## src/sv/srs_pkg.sv

```systemverilog
// Shared types and constants for the servo recipe sequencer.
// Used by srs_store, srs_lane, servo_recipe_sequencer_unit and srs_check.
// No dependencies.
`default_nettype none

package srs_pkg;

  typedef enum logic [1:0] {
    OP_TICK    = 2'd0,
    OP_WRITE   = 2'd1,
    OP_RESTART = 2'd2,
    OP_SPARE   = 2'd3
  } op_t;

  typedef enum logic [2:0] {
    OPC_END     = 3'd0,
    OPC_MOVE    = 3'd1,
    OPC_WAIT    = 3'd2,
    OPC_DMOVE   = 3'd3,
    OPC_LOOP    = 3'd4,
    OPC_ENDLOOP = 3'd5,
    OPC_DELAY   = 3'd6,
    OPC_NOP     = 3'd7
  } opcode_t;

  localparam logic [1:0] FAULT_NONE  = 2'd0;
  localparam logic [1:0] FAULT_PARAM = 2'd1;
  localparam logic [1:0] FAULT_NEST  = 2'd2;

  localparam int WORD_W  = 8;
  localparam int PARAM_W = 5;
  localparam int ADDR_IN_W = 5;

  localparam logic [PARAM_W-1:0] MOVE_MAX  = 5'd5;
  localparam logic [PARAM_W-1:0] DMOVE_MAX = 5'd3;
  localparam logic signed [7:0]  LOOP_MIN  = 8'sh80;

  typedef struct packed {
    op_t                 operation;
    logic                channel;
    logic [ADDR_IN_W-1:0] address;
    logic [WORD_W-1:0]   instruction;
    logic [1:0]          running;
  } req_t;

  typedef struct packed {
    logic       move_valid_a;
    logic [2:0] position_a;
    logic       move_valid_b;
    logic [2:0] position_b;
    logic [1:0] fault_a;
    logic [1:0] fault_b;
    logic       ended_a;
    logic       ended_b;
    logic       red_led;
    logic       green_led;
  } rsp_t;

  // Per-lane control from the pipeline
  typedef struct packed {
    logic tick;
    logic run;
    logic restart;
  } lane_ctrl_t;

  // Per-lane result of the step being retired
  typedef struct packed {
    logic       move_valid;
    logic [2:0] position;
    logic [1:0] fault;
    logic       ended;
  } lane_res_t;

endpackage

`default_nettype wire

```

## src/sv/servo_recipe_sequencer_unit.sv

```systemverilog
// Servo recipe sequencer top level: request stage, recipe store, lanes and
// response register. Depends on srs_pkg, srs_store and srs_lane.
//
// Usage:
//   req channel (req_valid/req_stall/req) carries one word: a tick, a recipe
//   write or a lane restart. rsp channel (rsp_valid/rsp_stall/rsp) returns
//   exactly one word for every request: moves for a tick, plus the fault and
//   end flags of both lanes and the two LEDs.
//   Timing: the accepting edge registers the request and reads the recipe
//   store at each lane's program counter; when the request stage advances,
//   both lanes execute and the response register and rsp_valid are loaded.
//   Throughput: a write is taken every cycle while rsp is not stalled; a tick
//   or restart holds off further requests until it leaves the request stage,
//   since the next fetch needs the program counters it leaves.
//   Reset: lane state clears at once; the store is then swept to end words
//   at all 2**clog2(RECIPE_DEPTH) addresses with req_stall high.
//   While rsp is stalled the response holds and one more request may wait in
//   the request stage; req_stall rises behind it.
`default_nettype none

module servo_recipe_sequencer_unit #(
  parameter int RECIPE_DEPTH = 32,
  parameter int CHANNELS     = 2
) (
  input  wire logic          clk,
  input  wire logic          rst,
  input  wire logic          req_valid,
  output logic               req_stall,
  input  wire srs_pkg::req_t req,
  output logic               rsp_valid,
  input  wire logic          rsp_stall,
  output srs_pkg::rsp_t      rsp
);

  localparam int AW    = $clog2(RECIPE_DEPTH);
  localparam int LANES = (CHANNELS > 1) ? 2 : 1;
  localparam int NADDR = 2**srs_pkg::ADDR_IN_W;

  // write address folded onto the recipe depth
  function automatic logic [NADDR*AW-1:0] mod_table();
    logic [NADDR*AW-1:0] tbl;
    int                  r;
    tbl = '0;
    r   = 0;
    for (int i = 0; i < NADDR; i++) begin
      tbl[i*AW +: AW] = AW'(r);
      r = (r == RECIPE_DEPTH - 1) ? 0 : r + 1;
    end
    return tbl;
  endfunction

  localparam logic [NADDR*AW-1:0] ADDR_MOD = mod_table();

  logic                                accept;
  logic                                busy;
  logic                                s1_valid;
  srs_pkg::req_t                       s1;
  logic                                s1_adv;
  logic                                s1_blocks;
  logic                                wr_en;
  logic [AW-1:0]                       wr_addr;
  logic [LANES-1:0][AW-1:0]            lane_pc;
  logic [LANES-1:0][srs_pkg::WORD_W-1:0] lane_word;
  srs_pkg::lane_ctrl_t                 lane_ctrl [LANES];
  srs_pkg::lane_res_t                  lane_res [LANES];
  srs_pkg::lane_res_t                  res_a, res_b;
  srs_pkg::rsp_t                       rsp_next;

  // hold new work while a tick or restart still owns the lane state
  assign s1_blocks = s1_valid && ((s1.operation == srs_pkg::OP_TICK) ||
                                  (s1.operation == srs_pkg::OP_RESTART));
  assign s1_adv    = s1_valid && (!rsp_valid || !rsp_stall);
  assign req_stall = busy || s1_blocks || (s1_valid && !s1_adv);
  assign accept    = req_valid && !req_stall;

  assign wr_en   = accept && (req.operation == srs_pkg::OP_WRITE) &&
                   ((LANES > 1) || (req.channel == 1'b0));
  assign wr_addr = ADDR_MOD[req.address*AW +: AW];

  srs_store #(
    .RECIPE_DEPTH (RECIPE_DEPTH),
    .LANES        (LANES)
  ) u_store (
    .clk     (clk),
    .rst     (rst),
    .wr_en   (wr_en),
    .wr_lane (req.channel),
    .wr_addr (wr_addr),
    .wr_data (req.instruction),
    .rd_en   (accept),
    .rd_addr (lane_pc),
    .rd_word (lane_word),
    .busy    (busy)
  );

  always_ff @(posedge clk) begin
    if (rst) begin
      s1_valid <= 1'b0;
    end else if (accept) begin
      s1_valid <= 1'b1;
    end else if (s1_adv) begin
      s1_valid <= 1'b0;
    end
  end

  always_ff @(posedge clk) begin
    if (accept) begin
      s1 <= req;
    end
  end

  for (genvar l = 0; l < LANES; l++) begin : g_lane
    always_comb begin
      lane_ctrl[l].tick    = s1_adv && (s1.operation == srs_pkg::OP_TICK);
      lane_ctrl[l].run     = s1.running[l];
      lane_ctrl[l].restart = s1_adv && (s1.operation == srs_pkg::OP_RESTART) &&
                             (s1.channel == 1'(l));
    end

    srs_lane #(
      .RECIPE_DEPTH (RECIPE_DEPTH)
    ) u_lane (
      .clk  (clk),
      .rst  (rst),
      .ctrl (lane_ctrl[l]),
      .word (lane_word[l]),
      .pc   (lane_pc[l]),
      .res  (lane_res[l])
    );
  end

  assign res_a = lane_res[0];
  assign res_b = (LANES > 1) ? lane_res[LANES-1] : '0;

  always_comb begin
    rsp_next              = '0;
    rsp_next.move_valid_a = res_a.move_valid;
    rsp_next.position_a   = res_a.position;
    rsp_next.move_valid_b = res_b.move_valid;
    rsp_next.position_b   = res_b.position;
    rsp_next.fault_a      = res_a.fault;
    rsp_next.fault_b      = res_b.fault;
    rsp_next.ended_a      = res_a.ended;
    rsp_next.ended_b      = res_b.ended;
    rsp_next.red_led      = (res_a.fault != srs_pkg::FAULT_NONE);
    rsp_next.green_led    = (res_a.fault == srs_pkg::FAULT_NEST) ||
                            ((res_a.fault == srs_pkg::FAULT_NONE) && s1.running[0]);
  end

  always_ff @(posedge clk) begin
    if (rst) begin
      rsp_valid <= 1'b0;
    end else if (s1_adv) begin
      rsp_valid <= 1'b1;
    end else if (!rsp_stall) begin
      rsp_valid <= 1'b0;
    end
  end

  always_ff @(posedge clk) begin
    if (s1_adv) begin
      rsp <= rsp_next;
    end
  end

endmodule

`default_nettype wire

```

## src/sv/srs_store.sv

```systemverilog
// Recipe store: one bank per lane, one write and one registered read each.
// Swept to end words after reset. Depends on srs_pkg.
`default_nettype none

module srs_store #(
  parameter int RECIPE_DEPTH = 32,
  parameter int LANES        = 2
) (
  input  wire logic                                     clk,
  input  wire logic                                     rst,
  input  wire logic                                     wr_en,
  input  wire logic                                     wr_lane,
  input  wire logic [$clog2(RECIPE_DEPTH)-1:0]          wr_addr,
  input  wire logic [srs_pkg::WORD_W-1:0]               wr_data,
  input  wire logic                                     rd_en,
  input  wire logic [LANES-1:0][$clog2(RECIPE_DEPTH)-1:0] rd_addr,
  output logic      [LANES-1:0][srs_pkg::WORD_W-1:0]    rd_word,
  output logic                                          busy
);

  localparam int AW = $clog2(RECIPE_DEPTH);

  logic [AW-1:0] clr_addr;

  always_ff @(posedge clk) begin
    if (rst) begin
      busy     <= 1'b1;
      clr_addr <= '0;
    end else if (busy) begin
      clr_addr <= clr_addr + 1'b1;
      if (clr_addr == '1) begin
        busy <= 1'b0;
      end
    end
  end

  for (genvar l = 0; l < LANES; l++) begin : g_bank
    logic [srs_pkg::WORD_W-1:0] bank [2**AW];
    logic                       we;
    logic [AW-1:0]              wa;
    logic [srs_pkg::WORD_W-1:0] wd;

    always_comb begin
      we = busy || (wr_en && (wr_lane == 1'(l)));
      wa = busy ? clr_addr : wr_addr;
      wd = busy ? '0 : wr_data;
    end

    always_ff @(posedge clk) begin
      if (we) begin
        bank[wa] <= wd;
      end
    end

    always_ff @(posedge clk) begin
      if (rd_en) begin
        rd_word[l] <= bank[rd_addr[l]];
      end
    end
  end

endmodule

`default_nettype wire

```

## src/sv/srs_lane.sv

```systemverilog
// One servo lane: program counter, wait/delay counters, loop state and flags,
// plus the execute step for the fetched word. Depends on srs_pkg.
`default_nettype none

module srs_lane #(
  parameter int RECIPE_DEPTH = 32
) (
  input  wire logic                                clk,
  input  wire logic                                rst,
  input  wire srs_pkg::lane_ctrl_t                 ctrl,
  input  wire logic [srs_pkg::WORD_W-1:0]          word,
  output logic      [$clog2(RECIPE_DEPTH)-1:0]     pc,
  output srs_pkg::lane_res_t                       res
);

  localparam int AW = $clog2(RECIPE_DEPTH);

  logic [AW-1:0]         pc_next;
  logic [AW-1:0]         loop_ret, loop_ret_next;
  logic [4:0]            wait_cnt, wait_cnt_next;
  logic [4:0]            reload, reload_next;
  logic signed [7:0]     loop_rem, loop_rem_next;
  logic                  ended, ended_next;
  logic [1:0]            fault, fault_next;

  always_comb begin
    srs_pkg::opcode_t            opc;
    logic [srs_pkg::PARAM_W-1:0] param;
    logic                        fire;
    logic                        jump;
    logic signed [7:0]           dec;
    logic [AW-1:0]               base;

    opc           = srs_pkg::opcode_t'(word[7:5]);
    param         = word[srs_pkg::PARAM_W-1:0];
    fire          = ctrl.tick && ctrl.run && (wait_cnt == '0) && (fault == srs_pkg::FAULT_NONE);
    jump          = 1'b0;
    dec           = (loop_rem != srs_pkg::LOOP_MIN) ? loop_rem - 8'sd1 : loop_rem;
    base          = pc;
    pc_next       = pc;
    loop_ret_next = loop_ret;
    wait_cnt_next = wait_cnt;
    reload_next   = reload;
    loop_rem_next = loop_rem;
    ended_next    = ended;
    fault_next    = fault;
    res           = '0;

    if (fire) begin
      unique case (opc)
        srs_pkg::OPC_END: begin
          ended_next = 1'b1;
        end
        srs_pkg::OPC_MOVE: begin
          if (param > srs_pkg::MOVE_MAX) begin
            fault_next = srs_pkg::FAULT_PARAM;
          end else begin
            res.move_valid = 1'b1;
            res.position   = param[2:0];
          end
        end
        srs_pkg::OPC_WAIT: begin
          // only fires at a zero count, so the sum is the parameter
          wait_cnt_next = param;
        end
        srs_pkg::OPC_DMOVE: begin
          if (param > srs_pkg::DMOVE_MAX) begin
            fault_next = srs_pkg::FAULT_PARAM;
          end else begin
            res.move_valid = 1'b1;
            res.position   = {param[1:0], 1'b0};
          end
        end
        srs_pkg::OPC_LOOP: begin
          if (loop_rem != 8'sd0) begin
            fault_next = srs_pkg::FAULT_NEST;
          end
          loop_ret_next = pc;
          loop_rem_next = signed'({3'b000, param});
        end
        srs_pkg::OPC_ENDLOOP: begin
          loop_rem_next = dec;
          jump          = (dec > 8'sd0);
        end
        srs_pkg::OPC_DELAY: begin
          reload_next = param;
        end
        srs_pkg::OPC_NOP: begin
        end
        default: begin
        end
      endcase
      base = jump ? loop_ret : pc;
      if (ended_next) begin
        pc_next = base;
      end else begin
        pc_next = (base == AW'(RECIPE_DEPTH - 1)) ? '0 : base + 1'b1;
      end
    end

    // count down on every tick, reload at zero
    if (ctrl.tick) begin
      if (wait_cnt_next == '0) begin
        wait_cnt_next = reload_next;
      end else begin
        wait_cnt_next = wait_cnt_next - 1'b1;
      end
    end

    if (ctrl.restart) begin
      pc_next       = '0;
      loop_ret_next = '0;
      wait_cnt_next = '0;
      reload_next   = '0;
      loop_rem_next = '0;
      ended_next    = 1'b0;
      fault_next    = srs_pkg::FAULT_NONE;
    end

    res.fault = fault_next;
    res.ended = ended_next;
  end

  always_ff @(posedge clk) begin
    if (rst) begin
      pc       <= '0;
      loop_ret <= '0;
      wait_cnt <= '0;
      reload   <= '0;
      loop_rem <= '0;
      ended    <= 1'b0;
      fault    <= srs_pkg::FAULT_NONE;
    end else begin
      pc       <= pc_next;
      loop_ret <= loop_ret_next;
      wait_cnt <= wait_cnt_next;
      reload   <= reload_next;
      loop_rem <= loop_rem_next;
      ended    <= ended_next;
      fault    <= fault_next;
    end
  end

endmodule

`default_nettype wire

```

## config.mk

```make
export PLATFORM = sky130hd
export DESIGN_NAME = servo_recipe_sequencer_unit
export DESIGN_NICKNAME = d
export VERILOG_FILES = /design/src/sv/srs_pkg.sv /design/src/sv/servo_recipe_sequencer_unit.sv /design/src/sv/srs_store.sv /design/src/sv/srs_lane.sv
export SDC_FILE = /design/constraint.sdc
export NUM_CORES = 1
export LEC_CHECK = 0
export BUFFER_PORTS_ARGS = -buffer_cell sky130_fd_sc_hd__buf_2
export CELL_PAD_IN_SITES_DETAIL_PLACEMENT = 2
export CELL_PAD_IN_SITES_GLOBAL_PLACEMENT = 2
export CORE_UTILIZATION = 45
export DETAILED_ROUTE_END_ITERATION = 10
export GPL_TIMING_DRIVEN = 0
export PLACE_DENSITY = 0.83
export SLEW_MARGIN = 20
export SYNTH_ARGS = -nofsm -noshare
export SYNTH_HDL_FRONTEND = slang
export SYNTH_HIERARCHICAL = 1
export SYNTH_SLANG_ARGS = --single-unit
export TNS_END_PERCENT = 1
```

## constraint.sdc

```tcl
create_clock -name clk -period 7.15 [get_ports clk]
set_input_delay 0.715 -clock clk [delete_from_list [all_inputs] [get_ports clk]]
set_output_delay 0.715 -clock clk [all_outputs]
set_load 0.01 [all_outputs]
```

## Yosys cells after proc, flatten, opt, wreduce, memory -nomap -nowiden

Memory sizes are Yosys's and may differ from the RTL's. A register that Yosys moved wholly into a read port is not among the register bits.
Index checks and enable logic that the tools add are counted.

- Bits in writable memories: 512
- Output and inout bits: 18
- Memories: 2
- Register bits: 91

- Multipliers: 1
- Add/sub/neg operators: 7
- Bitwise gates (word level): 2
- Magnitude comparators: 6
- Eq/ne operators: 21
- Reduce and logical (&&, ||, !) cells: 51
- Multiplexer cells: 64
- Shifts and indexed selects: 1

Memories:

| name | depth | width | read ports | clocked after memory_dff | wr ports | line | RTL |
|---|---|---|---|---|---|---|---|
| u_store.g_bank[0].bank | 32 | 8 | 1 | 1 | 1 | srs_store.sv:38 | `logic [srs_pkg::WORD_W-1:0] bank [2**AW];` |
| u_store.g_bank[1].bank | 32 | 8 | 1 | 1 | 1 | srs_store.sv:38 |  |

Operators with widths:

| kind | count |
|---|---|
| 160-bit by 9-bit indexed part select with 5-bit output, first input constant | 1 |
| 5-bit two-way mux | 19 |
| 8-bit case mux with 2 select lines | 2 |
| 8-bit two-way mux | 3 |
| 1-bit two-way mux | 22 |
| 5-bit logical NOT | 4 |
| 2-bit two-way mux | 10 |
| 3-bit == test, second input constant | 6 |
| 1-bit logical AND | 18 |
| 8-bit by 1-bit greater-than comparator with 1-bit output, second input constant | 2 |
| 4-bit two-way mux | 4 |
| 8-bit != test, second input constant | 2 |
| 4-bit case mux with 2 select lines | 2 |
| 8-bit nonzero test | 2 |
| 8-bit by 2-bit subtractor with 8-bit output, second input constant | 2 |
| 5-bit by 1-bit adder with 5-bit output, second input constant | 3 |
| 5-bit == test, second input constant | 3 |
| 3-bit by 2-bit == test with 1-bit output, second input constant | 4 |
| 2-bit case mux with 3 select lines | 2 |
| 5-bit by 2-bit greater-than comparator with 1-bit output, second input constant | 2 |
| 5-bit by 3-bit greater-than comparator with 1-bit output, second input constant | 2 |
| 5-bit by 1-bit subtractor with 5-bit output, second input constant | 2 |
| 2-bit logical NOT | 4 |
| 5-bit by 3-bit multiplier with 8-bit output, second input constant | 1 |
| 11 further kinds | 31 |

## Longest topological paths before layout

Gate-level depths: netlist (run 1).

- Depth in word-level cells: 13
- Mapped depth: 16

## Cells and area by module

The synthesis (run 1) kept the hierarchy.

By module, submodules not included:

| module | instances | cells each | area each (um2) |
|---|---|---|---|
| srs_store | 1 | 877 | 20627.3 |
| srs_lane | 2 | 281 | 2165.8 |
| servo_recipe_sequencer_unit | 1 | 45 | 810.8 |

## Worst setup path before layout (run 1)

No wires, ideal clock.

- Path type: reg-to-reg
- From: reg g_lane[0].u_lane.loop_rem[0]
- To: reg g_lane[0].u_lane.pc[3]
- Clock period less this slack: 3.247 ns
- Cell stages (with the launch flop): 17
- Arrival time: 3.172 ns
- Path buffers: 2
- Setup time: 0.075 ns
- Path slack: 3.903 ns
- Required time: 7.075 ns
- Cell sequence: dfxtp_1 > buf_6 > inv_1 > ha_1 > buf_6 > nor4_1 > and3_1 > or3_4 > a211oi_4 > mux2_2 > ha_1 > a21boi_0 > ha_1 > a21oi_1 > and2_2 > a31oi_1 > o22ai_1

- Cells in the longest elaborated chain, start to end: 9
- Elaborated cells between the ends (all ways): 11

RTL lines:

| item | line | RTL |
|---|---|---|
| from (decl) | srs_lane.sv:22 | `logic signed [7:0] loop_rem, loop_rem_next;` |
| from (signal assigned) | srs_lane.sv:138 | `loop_rem <= loop_rem_next;` |
| 8-bit by 2-bit subtractor with 8-bit output / 8-bit != test (equally long branches) | srs_lane.sv:38 | `dec = (loop_rem != srs_pkg::LOOP_MIN) ? loop_rem - 8'sd1 : loop_rem;` |
| 8-bit two-way mux (*) | srs_lane.sv:38 |  |
| 8-bit by 1-bit greater-than comparator with 1-bit output (*) | srs_lane.sv:83 | `jump = (dec > 8'sd0);` |
| 1-bit two-way mux (*) | srs_lane.sv:50 | `unique case (opc)` |
| 1-bit two-way mux (*) | srs_lane.sv:49 | `if (fire) begin` |
| 5-bit two-way mux (*) | srs_lane.sv:93 | `base = jump ? loop_ret : pc;` |
| 5-bit by 1-bit adder with 5-bit output / 5-bit == test (equally long branches) | srs_lane.sv:97 | `pc_next = (base == AW'(RECIPE_DEPTH - 1)) ? '0 : base + 1'b1;` |
| 5-bit two-way mux | srs_lane.sv:97 |  |
| 5-bit two-way mux (*) | srs_lane.sv:94 | `if (ended_next) begin` |
| to (signal assigned) | srs_lane.sv:134 | `pc <= pc_next;` |
| to (decl) | srs_lane.sv:12 | `output logic [$clog2(RECIPE_DEPTH)-1:0] pc,` |

Mark *: on every way between the ends. The rest lies on a longest branch, timed or not. The select of a mux whose other input is x is not followed.
A chain may end at the register's enable or synchronous reset.

## Final worst setup path (run 1)

- From: reg g_lane[0].u_lane.loop_rem[0]
- To: reg g_lane[0].u_lane.pc[2]

The elaborated chain is that of the path after synthesis.

==> results.sh, run 1 <==
export IMPL_status="finished, final reports clean"
export IMPL_root_buffer="clkbuf_16"
export IMPL_fin_skew_ns=0.0341
export IMPL_core_rowCount=87
export IMPL_core_area_um2=56500
export IMPL_ys_types=74
export IMPL_drive_gt1_share_pct=25.2
export IMPL_p_leak_nw=9.52
export IMPL_ctsLongestPathBuffers=3
export IMPL_pwr_share_seq_pct=52.4
export IMPL_drt_pass1_iterations=5
export IMPL_timing_rr_end="g_lane[0].u_lane/pc[2]$_SDFFE_PP0P_"
export IMPL_synth_top_family_by_area="multiplexers"
export IMPL_port_buffer_count=39
export IMPL_p_int_mw=5.89
export IMPL_synthMuxAreaShare_pct=15.9
export IMPL_synthFlopType="edfxtp_1"
export IMPL_synth_seq_cells=619
export IMPL_clk_insertion_delay_late_ns=0.62
export IMPL_antenna_left=0
export IMPL_synth_edf_count=549
export IMPL_grt_ovfl_total=0
export IMPL_area_delta_synth_final_pct=14.3
export IMPL_syn_area_per_cell_um2=17.4
export IMPL_ctsResizeCount=0
export IMPL_hold_violations=0
export IMPL_clock_sinks=619
export IMPL_routed_wl_mm=82.4
export IMPL_r2r_start="g_lane[0].u_lane/loop_rem[0]$_SDFFE_PP0P_"
export IMPL_synthSimpleGateAreaFrac_pct=7.35
export IMPL_tightest_slew_ns=1.18
export IMPL_use_met1_pct=40.6
export IMPL_vias=15400
export IMPL_grt_met3_usage_pct=4.56
export IMPL_crit_start="g_lane[0].u_lane/loop_rem[0]$_SDFFE_PP0P_"
export IMPL_critPathRequiredTime_ns=7.67
export IMPL_grt_antenna_before_repair=3
export IMPL_netlist_area_um2=25800
export IMPL_drc=0
export IMPL_design_area_um2=29500
export IMPL_postPlaceCellArea_um2=27300
export IMPL_htreeDepth=3
export IMPL_dpl_worst_slack_ns=3.13
export IMPL_crit_arrival_ns=4.60
export IMPL_grt_use_total_pct=29.2
export IMPL_synth_compound_gate_area_share_pct=4.54
export IMPL_synth_nets=1520
export IMPL_clk_pin_slew_worst_paths_ns=0.06
export IMPL_grt_pass1_wl_mm=121
export IMPL_grtUsageMet2_pct=48.1
export IMPL_grt_most_used_layer="met2"
export IMPL_r2r_setup_slack_ns=3.07
export IMPL_endpoint_kind="flop"
export IMPL_fin_crit_ns=4.08
export IMPL_die_w_um=241
export IMPL_cts_tree="built"
export IMPL_syn_inst=1484
export IMPL_setup_viol=0
export IMPL_synth_xor_area_share_pct=0.238
export IMPL_yosys_warnings=6
export IMPL_hold_depth=1
export IMPL_relSlewSlack_pct=20.8
export IMPL_finalSetupTns_ns=0
export IMPL_avgRoutedWirePerCell_um=34.1
export IMPL_ios=40
export IMPL_cts_setup_buffers=0
export IMPL_async_flop_share_pct=0
export IMPL_clkPwrFrac_pct=45.7
export IMPL_gp_congestion=0.804
export IMPL_swShare_pct=21.6
export IMPL_final_common_cell="edfxtp_1"
export IMPL_rsz0062_at_grt="no"
export IMPL_reg2regPathDepth=15
export IMPL_hpwl_mm=52.8
export IMPL_combinationalPowerShare_pct=1.9
export IMPL_whs_endpoint="lane_ctrl[1]$_DFFE_PP_"
export IMPL_finalNetCount=1644
export IMPL_die_h_um=241
export IMPL_cap_violations=0
export IMPL_vdd_ir_drop_max_mv=0.163
export IMPL_holdCritPathClass="in -> reg"
export IMPL_yosys_area_share_adder_pct=0.680
export IMPL_die_area_um2=58200
export IMPL_ys_seq_area_share_pct=69.4
export IMPL_fmax_mhz=245
export IMPL_path_class="reg -> reg"
export IMPL_grt_max_degree=37
export IMPL_viasPerCell=6.35
export IMPL_final_max_slew_viol_count=0
export IMPL_worst_slack_ns=3.07
export IMPL_min_from="req[1]"
export IMPL_final_util_pct=52.1
export IMPL_crit_path_start_kind="flop"
export IMPL_grt_pass1_vias=16500
export IMPL_start_util_pct=45.6
export IMPL_cts_buffers=68
export IMPL_critical_path_max_fanout=10
export IMPL_fillCellCount=4980
export IMPL_finalCritPeriodShare_pct=57.1
export IMPL_drtIter0Drc=1597
export IMPL_hold_buffers=0
export IMPL_final_cell_mix="edfxtp_1, mux4_2, nor2_1, nand2_1, clkbuf_16"
export IMPL_holdWs_ns=0.279
export IMPL_p_switching_mw=1.63
export IMPL_cellPowerDensity_nw_per_um2=255
[logic make-up after synthesis]
group           count (synthesis)
xor+xnor                        7
simple gates                  373
fa+ha+maj                      14
buf+inv                        88
compound gates                177
mux                           206
flops                         619
[power groups by stage]
| stage | Combinational (mW) | Clock [mW] | Sequential [mW] |
|---|---|---|---|
| finish | 0.142 | 3.43 | 3.94 |
| global route | 0.145 | 3.60 | 3.94 |
| CTS | 0.140 | 3.49 | 3.94 |
| detailed placement | 0.135 | 0 | 4.01 |
| global placement | 0.122 | 0 | 4.01 |
| floorplan | 0.0742 | 0 | 4.00 |
[critical path, cell delays in order (launching register included)]
cell and delay (ns):
dfxtp_1 0.33, buf_6 0.13, inv_1 0.08, ha_1 0.34
and4_2 0.25, a41oi_1 0.25, o32ai_2 0.20, a211oi_4 0.57
mux2_2 0.41, ha_1 0.24, a21boi_0 0.16, ha_1 0.25
a21oi_1 0.27, and2_2 0.24, a31oi_1 0.10, o22ai_1 0.18
[Yosys cell counts, drive strengths merged (15+ instances only)]
cell    instances  share of area [%]
a21oi          51               0.99
buf            39                1.1
clkbuf         33               0.57
dfxtp          70                5.4
edfxtp        549                 64
inv            16               0.23
mux2           27                1.2
mux2i          19               0.74
mux4          160                 14
nand2          73                1.1
nand3          24               0.47
nor2          146                2.1
nor2b          15               0.39
nor3           20               0.39
o21ai          45               0.87
[layout make-up]
cell class	instances	area [µm²]	share of cell area, %
multi-input cells	777	7480	25.4
inverters	16	60.1	0.204
diodes	1	2.50	0.00849
clock inverters	38	264	0.896
flip-flops and latches	619	17900	60.7
repair buffers	54	539	1.83
plain buffers	72	425	1.44
clock buffers	87	1860	6.30
well taps	756	946	3.21
[worst max path at each step]
stage	cells past startpoint	to	slack, ns
after floorplan	16	g_lane[0].u_lane/pc[3]$_SDFFE_PP0P_	3.90
after global placement	4	u_store/g_bank[0].bank[28][4]$_DFFE_PP_	1.65
after detailed placement	14	g_lane[0].u_lane/pc[3]$_SDFFE_PP0P_	3.13
after CTS	15	g_lane[0].u_lane/pc[2]$_SDFFE_PP0P_	3.07
after global routing	15	g_lane[0].u_lane/pc[2]$_SDFFE_PP0P_	2.94
final	15	g_lane[0].u_lane/pc[2]$_SDFFE_PP0P_	3.07
[layer usage]
layer | wire length, µm | vias to the layer above | share of wire [%]
met4 | 1970 | 6 | 2.4
met3 | 5080 | 136 | 6.2
met1 | 34600 | 8371 | 42
met5 | 40 | - | 0.049
li1 | - | 6230 | -
met2 | 40800 | 629 | 49
[sequential cells by signal, summed over array words and instances, names as in the netlist]
register                count
u_store/g_bank.bank       512
g_lane.u_lane/loop_rem     16
rsp                        16
u_store/rd_word            16
g_lane.u_lane/loop_ret     10
g_lane.u_lane/pc           10
g_lane.u_lane/reload       10
g_lane.u_lane/wait_cnt     10
u_store/clr_addr            5
g_lane.u_lane/fault         4
s1                          3
g_lane.u_lane/ended         2
lane_ctrl                   2
rsp_valid                   1
s1_valid                    1
u_store/busy                1
[metrics by stage]
| stage | power, mW | std cells |
|---|---|---|
| detailed placement | 4.15 | 2293 |
| global placement | 4.13 | 2279 |
| finish | 7.52 | 2420 |
| floorplan | 4.08 | 1484 |
| CTS | 7.57 | 2418 |
| global route | 7.68 | 2419 |
Note: power is estimated with default switching activity, not from simulation.
==> run 2, diff against run 1 <==
--- a/config.mk
+++ b/config.mk
@@ -5,13 +5,14 @@
 export SDC_FILE = /design/constraint.sdc
 export NUM_CORES = 1
 export LEC_CHECK = 0
+export ABC_AREA = 1
 export BUFFER_PORTS_ARGS = -buffer_cell sky130_fd_sc_hd__buf_2
 export CELL_PAD_IN_SITES_DETAIL_PLACEMENT = 2
 export CELL_PAD_IN_SITES_GLOBAL_PLACEMENT = 2
-export CORE_UTILIZATION = 45
+export CORE_UTILIZATION = 42
 export DETAILED_ROUTE_END_ITERATION = 10
 export GPL_TIMING_DRIVEN = 0
-export PLACE_DENSITY = 0.83
+export PLACE_DENSITY = 0.87
 export SLEW_MARGIN = 20
 export SYNTH_ARGS = -nofsm -noshare
 export SYNTH_HDL_FRONTEND = slang
==> constraint.sdc (replaced) <==
create_clock -name clk -period 4.04 [get_ports clk]
set_input_delay 0.404 -clock clk [delete_from_list [all_inputs] [get_ports clk]]
set_output_delay 0.404 -clock clk [all_outputs]
set_load 0.01 [all_outputs]
==> results.sh, run 2 <==
export IMPL_finalCritPeriodShare_pct=95.0
export IMPL_core_area_um2=63100
export IMPL_ys_top_cells_by_count="nand2_1, edfxtp_1, nand3_1"
export IMPL_fin_crit_ns=3.84
export IMPL_syn_inst=2585
export IMPL_p_int_mw=10.6
export IMPL_clk_insertion_delay_late_ns=0.66
export IMPL_synth_compound_gate_area_share_pct=3.13
export IMPL_drtIter0Drc=2777
export IMPL_area_delta_synth_final_pct=16.6
export IMPL_holdWs_ns=0.0675
export IMPL_die_w_um=255
export IMPL_clkPwrFrac_pct=47.6
export IMPL_synth_seq_cells=619
export IMPL_final_cells=3637
export IMPL_largest_register="u_store/g_bank.bank"
export IMPL_critPathRequiredTime_ns=4.57
export IMPL_routed_wl_mm=125
export IMPL_finalNetCount=2770
export IMPL_endpoint_kind="flop"
export IMPL_netlist_area_um2=26800
export IMPL_synthSimpleGateAreaFrac_pct=25.0
export IMPL_ios=40
export IMPL_hold_violations=0
export IMPL_placedCellCount=3498
export IMPL_cts_buffers=69
export IMPL_fmax_mhz=261
export IMPL_core_rowCount=92
export IMPL_swShare_pct=23.1
export IMPL_grt_antenna_before_repair=6
export IMPL_synth_nets=2621
export IMPL_p_leak_nw=11.9
export IMPL_avgRoutedWirePerCell_um=34.3
export IMPL_grt_use_total_pct=37.4
export IMPL_synth_top_family_by_area="simple AND/OR/NAND/NOR gates"
export IMPL_ctsLongestPathBuffers=3
export IMPL_yosys_warnings=6
export IMPL_synthFlopType="edfxtp_1"
export IMPL_viasPerCell=6.37
export IMPL_syn_area_per_cell_um2=10.4
export IMPL_holdCritPathClass="in -> reg"
export IMPL_vias=23200
export IMPL_grt_pass1_wl_mm=175
export IMPL_synth_edf_count=549
export IMPL_cts_tree="built"
export IMPL_die_h_um=255
export IMPL_design_area_um2=31300
export IMPL_ctsResizeCount=0
export IMPL_tightest_slew_ns=1.14
export IMPL_clock_sinks=619
export IMPL_ys_types=43
export IMPL_async_flop_share_pct=0
export IMPL_final_common_cell="nand2_1"
export IMPL_grt_pass1_vias=24900
export IMPL_path_class="reg -> reg"
export IMPL_drive_gt1_share_pct=15.2
export IMPL_grt_max_degree=31
export IMPL_drc=0
export IMPL_cellPowerDensity_nw_per_um2=442
export IMPL_largest_reg_flops=512
export IMPL_synth_area_leaders="edfxtp_1, nand2_1, nand3_1, dfxtp_1, inv_1"
export IMPL_fin_skew_ns=0.0383
export IMPL_postPlaceCellArea_um2=28900
export IMPL_hpwl_mm=73.0
export IMPL_die_area_um2=64800
export IMPL_final_max_slew_viol_count=0
export IMPL_vdd_ir_drop_max_mv=0.326
export IMPL_ys_seq_area_share_pct=66.7
export IMPL_rsz0062_at_grt="no"
export IMPL_crit_path_start_kind="flop"
export IMPL_drt_pass1_iterations=5
export IMPL_yosys_cell_count_top_type="nand2_1"
export IMPL_yosys_area_share_adder_pct=0.653
export IMPL_clk_pin_slew_worst_paths_ns=0.06
export IMPL_synth_top_area_share_pct=61.5
export IMPL_final_cell_mix="nand2_1, edfxtp_1, nand3_1, inv_1, buf_2"
export IMPL_port_buffer_count=39
export IMPL_p_switching_mw=3.19
export IMPL_synthMuxAreaShare_pct=0
export IMPL_start_util_pct=42.5
export IMPL_grt_ovfl_total=0
export IMPL_root_buffer="clkbuf_16"
export IMPL_crit_arrival_ns=4.36
export IMPL_cap_violations=0
export IMPL_final_util_pct=49.6
export IMPL_pwr_share_seq_pct=50.4
export IMPL_relSlewSlack_pct=23.8
export IMPL_finalPower_mw=13.8
export IMPL_antenna_left=0
export IMPL_combinationalPowerShare_pct=2.0
export IMPL_synth_top_area_cell="edfxtp_1"
export IMPL_status="finished, final reports clean"
export IMPL_gp_congestion=0.866
export IMPL_synth_xor_area_share_pct=0.261
export IMPL_critical_path_max_fanout=10
export IMPL_htreeDepth=3
export IMPL_setup_viol=0
==> run 2: repair_timing <==
item | 4_1_cts | 5_1_grt
setup endpoints to repair | 0 | 0
setup buffers | 0 | 0
hold endpoints to repair | 5 | 0
hold buffers | 5 | 0
==> run 2: routing by layer <==
metal | track usage (%) | up-vias | part of all wire, %
met5 | 0 | - | 0.058
met1 | 44.8 | 11900 | 36
met3 | 7.85 | 496 | 9.2
met4 | 18.0 | 10 | 5.3
li1 | - | 9164 | -
met2 | 64.2 | 1626 | 49
==> run 2: cell families (layout without fill, tap and decap cells) <==
family	after synthesis	after routing
and+or+nand+nor	1532	1532
DFF	619	619
buffers and inverters	269	474
AOI/OAI and AO/OA	143	143
adders and majority gates	14	14
xor gates and xnor gates	8	8
other	0	1
==> run 2: cell type report <==
cell class                      count  area [µm²]
Antenna cell                        1        2.50
Buffer                            128         614
Clock buffer                       98        1940
Clock inverter                     29         268
Fill cell                        6289       31800
Inverter                          141         532
Multi-Input combinational cell   1697        8160
Sequential cell                   619       17900
Tap cell                          846        1060
Timing Repair Buffer               78         803
==> run 2: critical path: stages, from the launching register on <==
cell and delay, ns:
dfxtp_1 0.46, nand2_1 0.22, nor3_2 0.73, nand2_1 0.23
inv_1 0.12, nand4_2 0.11, nor2_4 0.25, nand3_2 0.18
inv_1 0.13, a21oi_1 0.17, ha_1 0.26, inv_1 0.08
nor2_1 0.07, nand2_2 0.17, inv_2 0.08, nand2_1 0.06
nand3_1 0.12, a21oi_1 0.28
==> run 2: final timing paths <==
kind / from / end / slack, ns / cells after the start
worst min register to register: g_lane[1].u_lane/loop_rem[6]$_SDFFE_PP0P_ / g_lane[1].u_lane/loop_rem[6]$_SDFFE_PP0P_ / 0.48 / 2
worst max-delay path: s1_valid$_SDFFE_PP0P_ / g_lane[1].u_lane/wait_cnt[4]$_SDFF_PP0_ / 0.20 / 17
worst max register to register: s1_valid$_SDFFE_PP0P_ / g_lane[1].u_lane/wait_cnt[4]$_SDFF_PP0_ / 0.20 / 17
worst min-delay path: rst / u_store/clr_addr[0]$_SDFFE_PP0P_ / 0.07 / 2
==> run 2: power by group through the flow <==
stage	clock (mW)	combinational, mW	sequential (mW)
after global routing	6.76	0.287	6.96
after detailed placement	0	0.238	7.09
final	6.57	0.280	6.96
after CTS	6.52	0.259	6.96
after global placement	0	0.198	7.08
after floorplan	0	0.116	7.08
==> run 2: per-stage QoR <==
stage	worst slack [ns]	TNS, ns
after global routing	0.0476	0
after global placement	-1.77	-748.18
after CTS	0.354	0
after detailed placement	0.360	0
after floorplan	1.33	0
final	0.204	0
==> run 3, diff against run 2 <==
==> constraint.sdc (replaced) <==
create_clock -name clk -period 4.04 [get_ports clk]
set_input_delay 0.808 -clock clk [delete_from_list [all_inputs] [get_ports clk]]
set_output_delay 0.808 -clock clk [all_outputs]
set_load 0.01 [all_outputs]
==> results.sh, run 3 (synthesized netlist as in run 2, its figures left out) <==
export IMPL_crit_path_start_kind="flop"
export IMPL_grt_pass1_vias=24900
export IMPL_reg2regPathDepth=17
export IMPL_status="finished, final reports clean"
export IMPL_min_from="req[0]"
export IMPL_clk_pin_slew_worst_paths_ns=0.07
export IMPL_wl_met3_mm=12.4
export IMPL_endpoint_kind="flop"
export IMPL_routed_top_layer="met5"
export IMPL_antenna_left=0
export IMPL_gp_congestion=0.866
export IMPL_viasPerCell=6.51
export IMPL_routed_wl_mm=131
export IMPL_grt_max_degree=31
export IMPL_hpwl_mm=73.0
export IMPL_die_w_um=255
export IMPL_r2r_start="s1_valid$_SDFFE_PP0P_"
export IMPL_crit_slowest_cell="nor3_4"
export IMPL_crit_arrival_ns=4.30
export IMPL_final_cell_mix="nand2_1, edfxtp_1, nand3_1, inv_1, buf_2"
export IMPL_setup_viol=0
export IMPL_core_rowCount=92
export IMPL_ctsResizeCount=0
export IMPL_grt_use_total_pct=37.3
export IMPL_critical_path_max_fanout=10
export IMPL_fin_crit_ns=3.78
export IMPL_finalCritPeriodShare_pct=93.6
export IMPL_root_buffer="clkbuf_16"
export IMPL_drive_gt1_share_pct=15.2
export IMPL_relSlewSlack_pct=15.5
export IMPL_final_cells=3633
export IMPL_cts_setup_buffers=0
export IMPL_grt_antenna_before_repair=8
export IMPL_critPathRequiredTime_ns=4.56
export IMPL_vias=23600
export IMPL_hold_buffers=0
export IMPL_die_area_um2=64800
export IMPL_clock_sinks=619
export IMPL_grt_pass1_wl_mm=174
export IMPL_die_h_um=255
export IMPL_drc=0
export IMPL_hold_violations=0
export IMPL_cts_tree="built"
export IMPL_vdd_ir_drop_max_mv=0.268
export IMPL_largest_reg_flops=512
export IMPL_whs_endpoint="lane_ctrl[4]$_DFFE_PP_"
export IMPL_holdWs_ns=0.347
export IMPL_fin_skew_ns=0.0385
export IMPL_ios=40
export IMPL_placedCellCount=3498
export IMPL_drtIter0Drc=3021
export IMPL_timing_rr_end="g_lane[1].u_lane/wait_cnt[4]$_SDFF_PP0_"
export IMPL_tightest_slew_ns=1.26
export IMPL_port_buffer_count=39
export IMPL_grt_ovfl_total=0
export IMPL_area_delta_synth_final_pct=16.5
export IMPL_ctsLongestPathBuffers=3
export IMPL_holdCritPathClass="in -> reg"
export IMPL_drt_pass1_iterations=6
export IMPL_final_common_cell="nand2_1"
export IMPL_start_util_pct=42.5
export IMPL_largest_register="u_store/g_bank.bank"
export IMPL_cap_violations=0
export IMPL_r2r_setup_slack_ns=0.26
export IMPL_core_area_um2=63100
export IMPL_rsz0062_at_grt="no"
export IMPL_clk_insertion_delay_late_ns=0.65
export IMPL_final_max_slew_viol_count=0
export IMPL_finalNetCount=2765
export IMPL_path_class="reg -> reg"
export IMPL_path_cells="nand2_1, nor3_4, nand2_1, inv_1, nand4_2, nor2_4, nand3_2, inv_1, a21oi_1, ha_1, inv_1, nor2_1, nand2_2, inv_2, nand2_1, nand3_1, a21oi_1"
export IMPL_avgRoutedWirePerCell_um=36.0
export IMPL_fillCellCount=6299
export IMPL_wl_met1_mm=46.8
export IMPL_htreeDepth=3
export IMPL_cts_buffers=69
export IMPL_p_leak_nw=11.8
export IMPL_hold_depth=1
export IMPL_slowest_delay_ns=0.52
export IMPL_final_util_pct=49.5
export IMPL_fmax_mhz=265
export IMPL_cellPowerDensity_nw_per_um2=445
export IMPL_wl_met2_mm=63.0
-- run 3: cell count changes in the layout (fill, tap and decap cells not counted), sizes merged --
cell         delta
diode           +1
dlygate4sd3     -5
-- run 3: critical path, delay by kind of cell, from the launching register on --
family | cells | cell delay (ns)
DFF | 1 | 0.42
AOI/OAI and AO/OA | 2 | 0.57
and+or+nand+nor | 10 | 2.00
adders and majority gates | 1 | 0.27
buffers and inverters | 4 | 0.41
-- run 3: per-stage QoR --
stage               TNS (ns)  instance area (µm²)  total power, mW  worst slack, ns
floorplan                  0                26800             7.19            0.923
global placement     -855.32                28100             7.28            -1.97
detailed placement   -0.0439                28900             7.33          -0.0439
CTS                        0                31100             13.7            0.354
global route               0                31200             14.1            0.209
finish                     0                31200             13.9            0.260
-- run 3: cell type report --
type	instances	area [µm²]	area share, %
flip-flops and latches	619	17900	57.3
multi-input cells	1697	8170	26.2
clock buffers	98	1940	6.21
well taps	846	1060	3.39
repair buffers	73	753	2.41
plain buffers	128	614	1.97
inverters	141	532	1.70
clock inverters	29	268	0.857
diodes	2	5.00	0.0160
-- run 3: report_power, final --
group | internal [mW] | leakage, nW | switching, mW
clock | 3.63 | 1.07 | 3.01
combinational | 0.0537 | 5.12 | 0.236
sequential | 6.93 | 5.65 | 0.0302
-- run 3: how the worst max path moves through the flow --
| stage | startpoint | to | slack [ns] |
|---|---|---|---|
| after floorplan | rsp_stall | g_lane[0].u_lane/wait_cnt[1]$_SDFF_PP0_ | 0.92 |
| after global placement | req[4] | u_store/g_bank[1].bank[4][2]$_DFFE_PP_ | -1.97 |
| after detailed placement | rsp_stall | g_lane[0].u_lane/wait_cnt[3]$_SDFF_PP0_ | -0.04 |
| after CTS | s1_valid$_SDFFE_PP0P_ | g_lane[0].u_lane/wait_cnt[3]$_SDFF_PP0_ | 0.35 |
| after global routing | s1_valid$_SDFFE_PP0P_ | g_lane[1].u_lane/wait_cnt[4]$_SDFF_PP0_ | 0.21 |
| final | s1_valid$_SDFFE_PP0P_ | g_lane[1].u_lane/wait_cnt[4]$_SDFF_PP0_ | 0.26 |
-- run 3: layer usage --
metal / global-route usage [%] / vias up
met5: 0 / -
met4: 17.9 / 12
met3: 7.60 / 582
met2: 63.9 / 1773
met1: 44.9 / 12100
li1: - / 9184
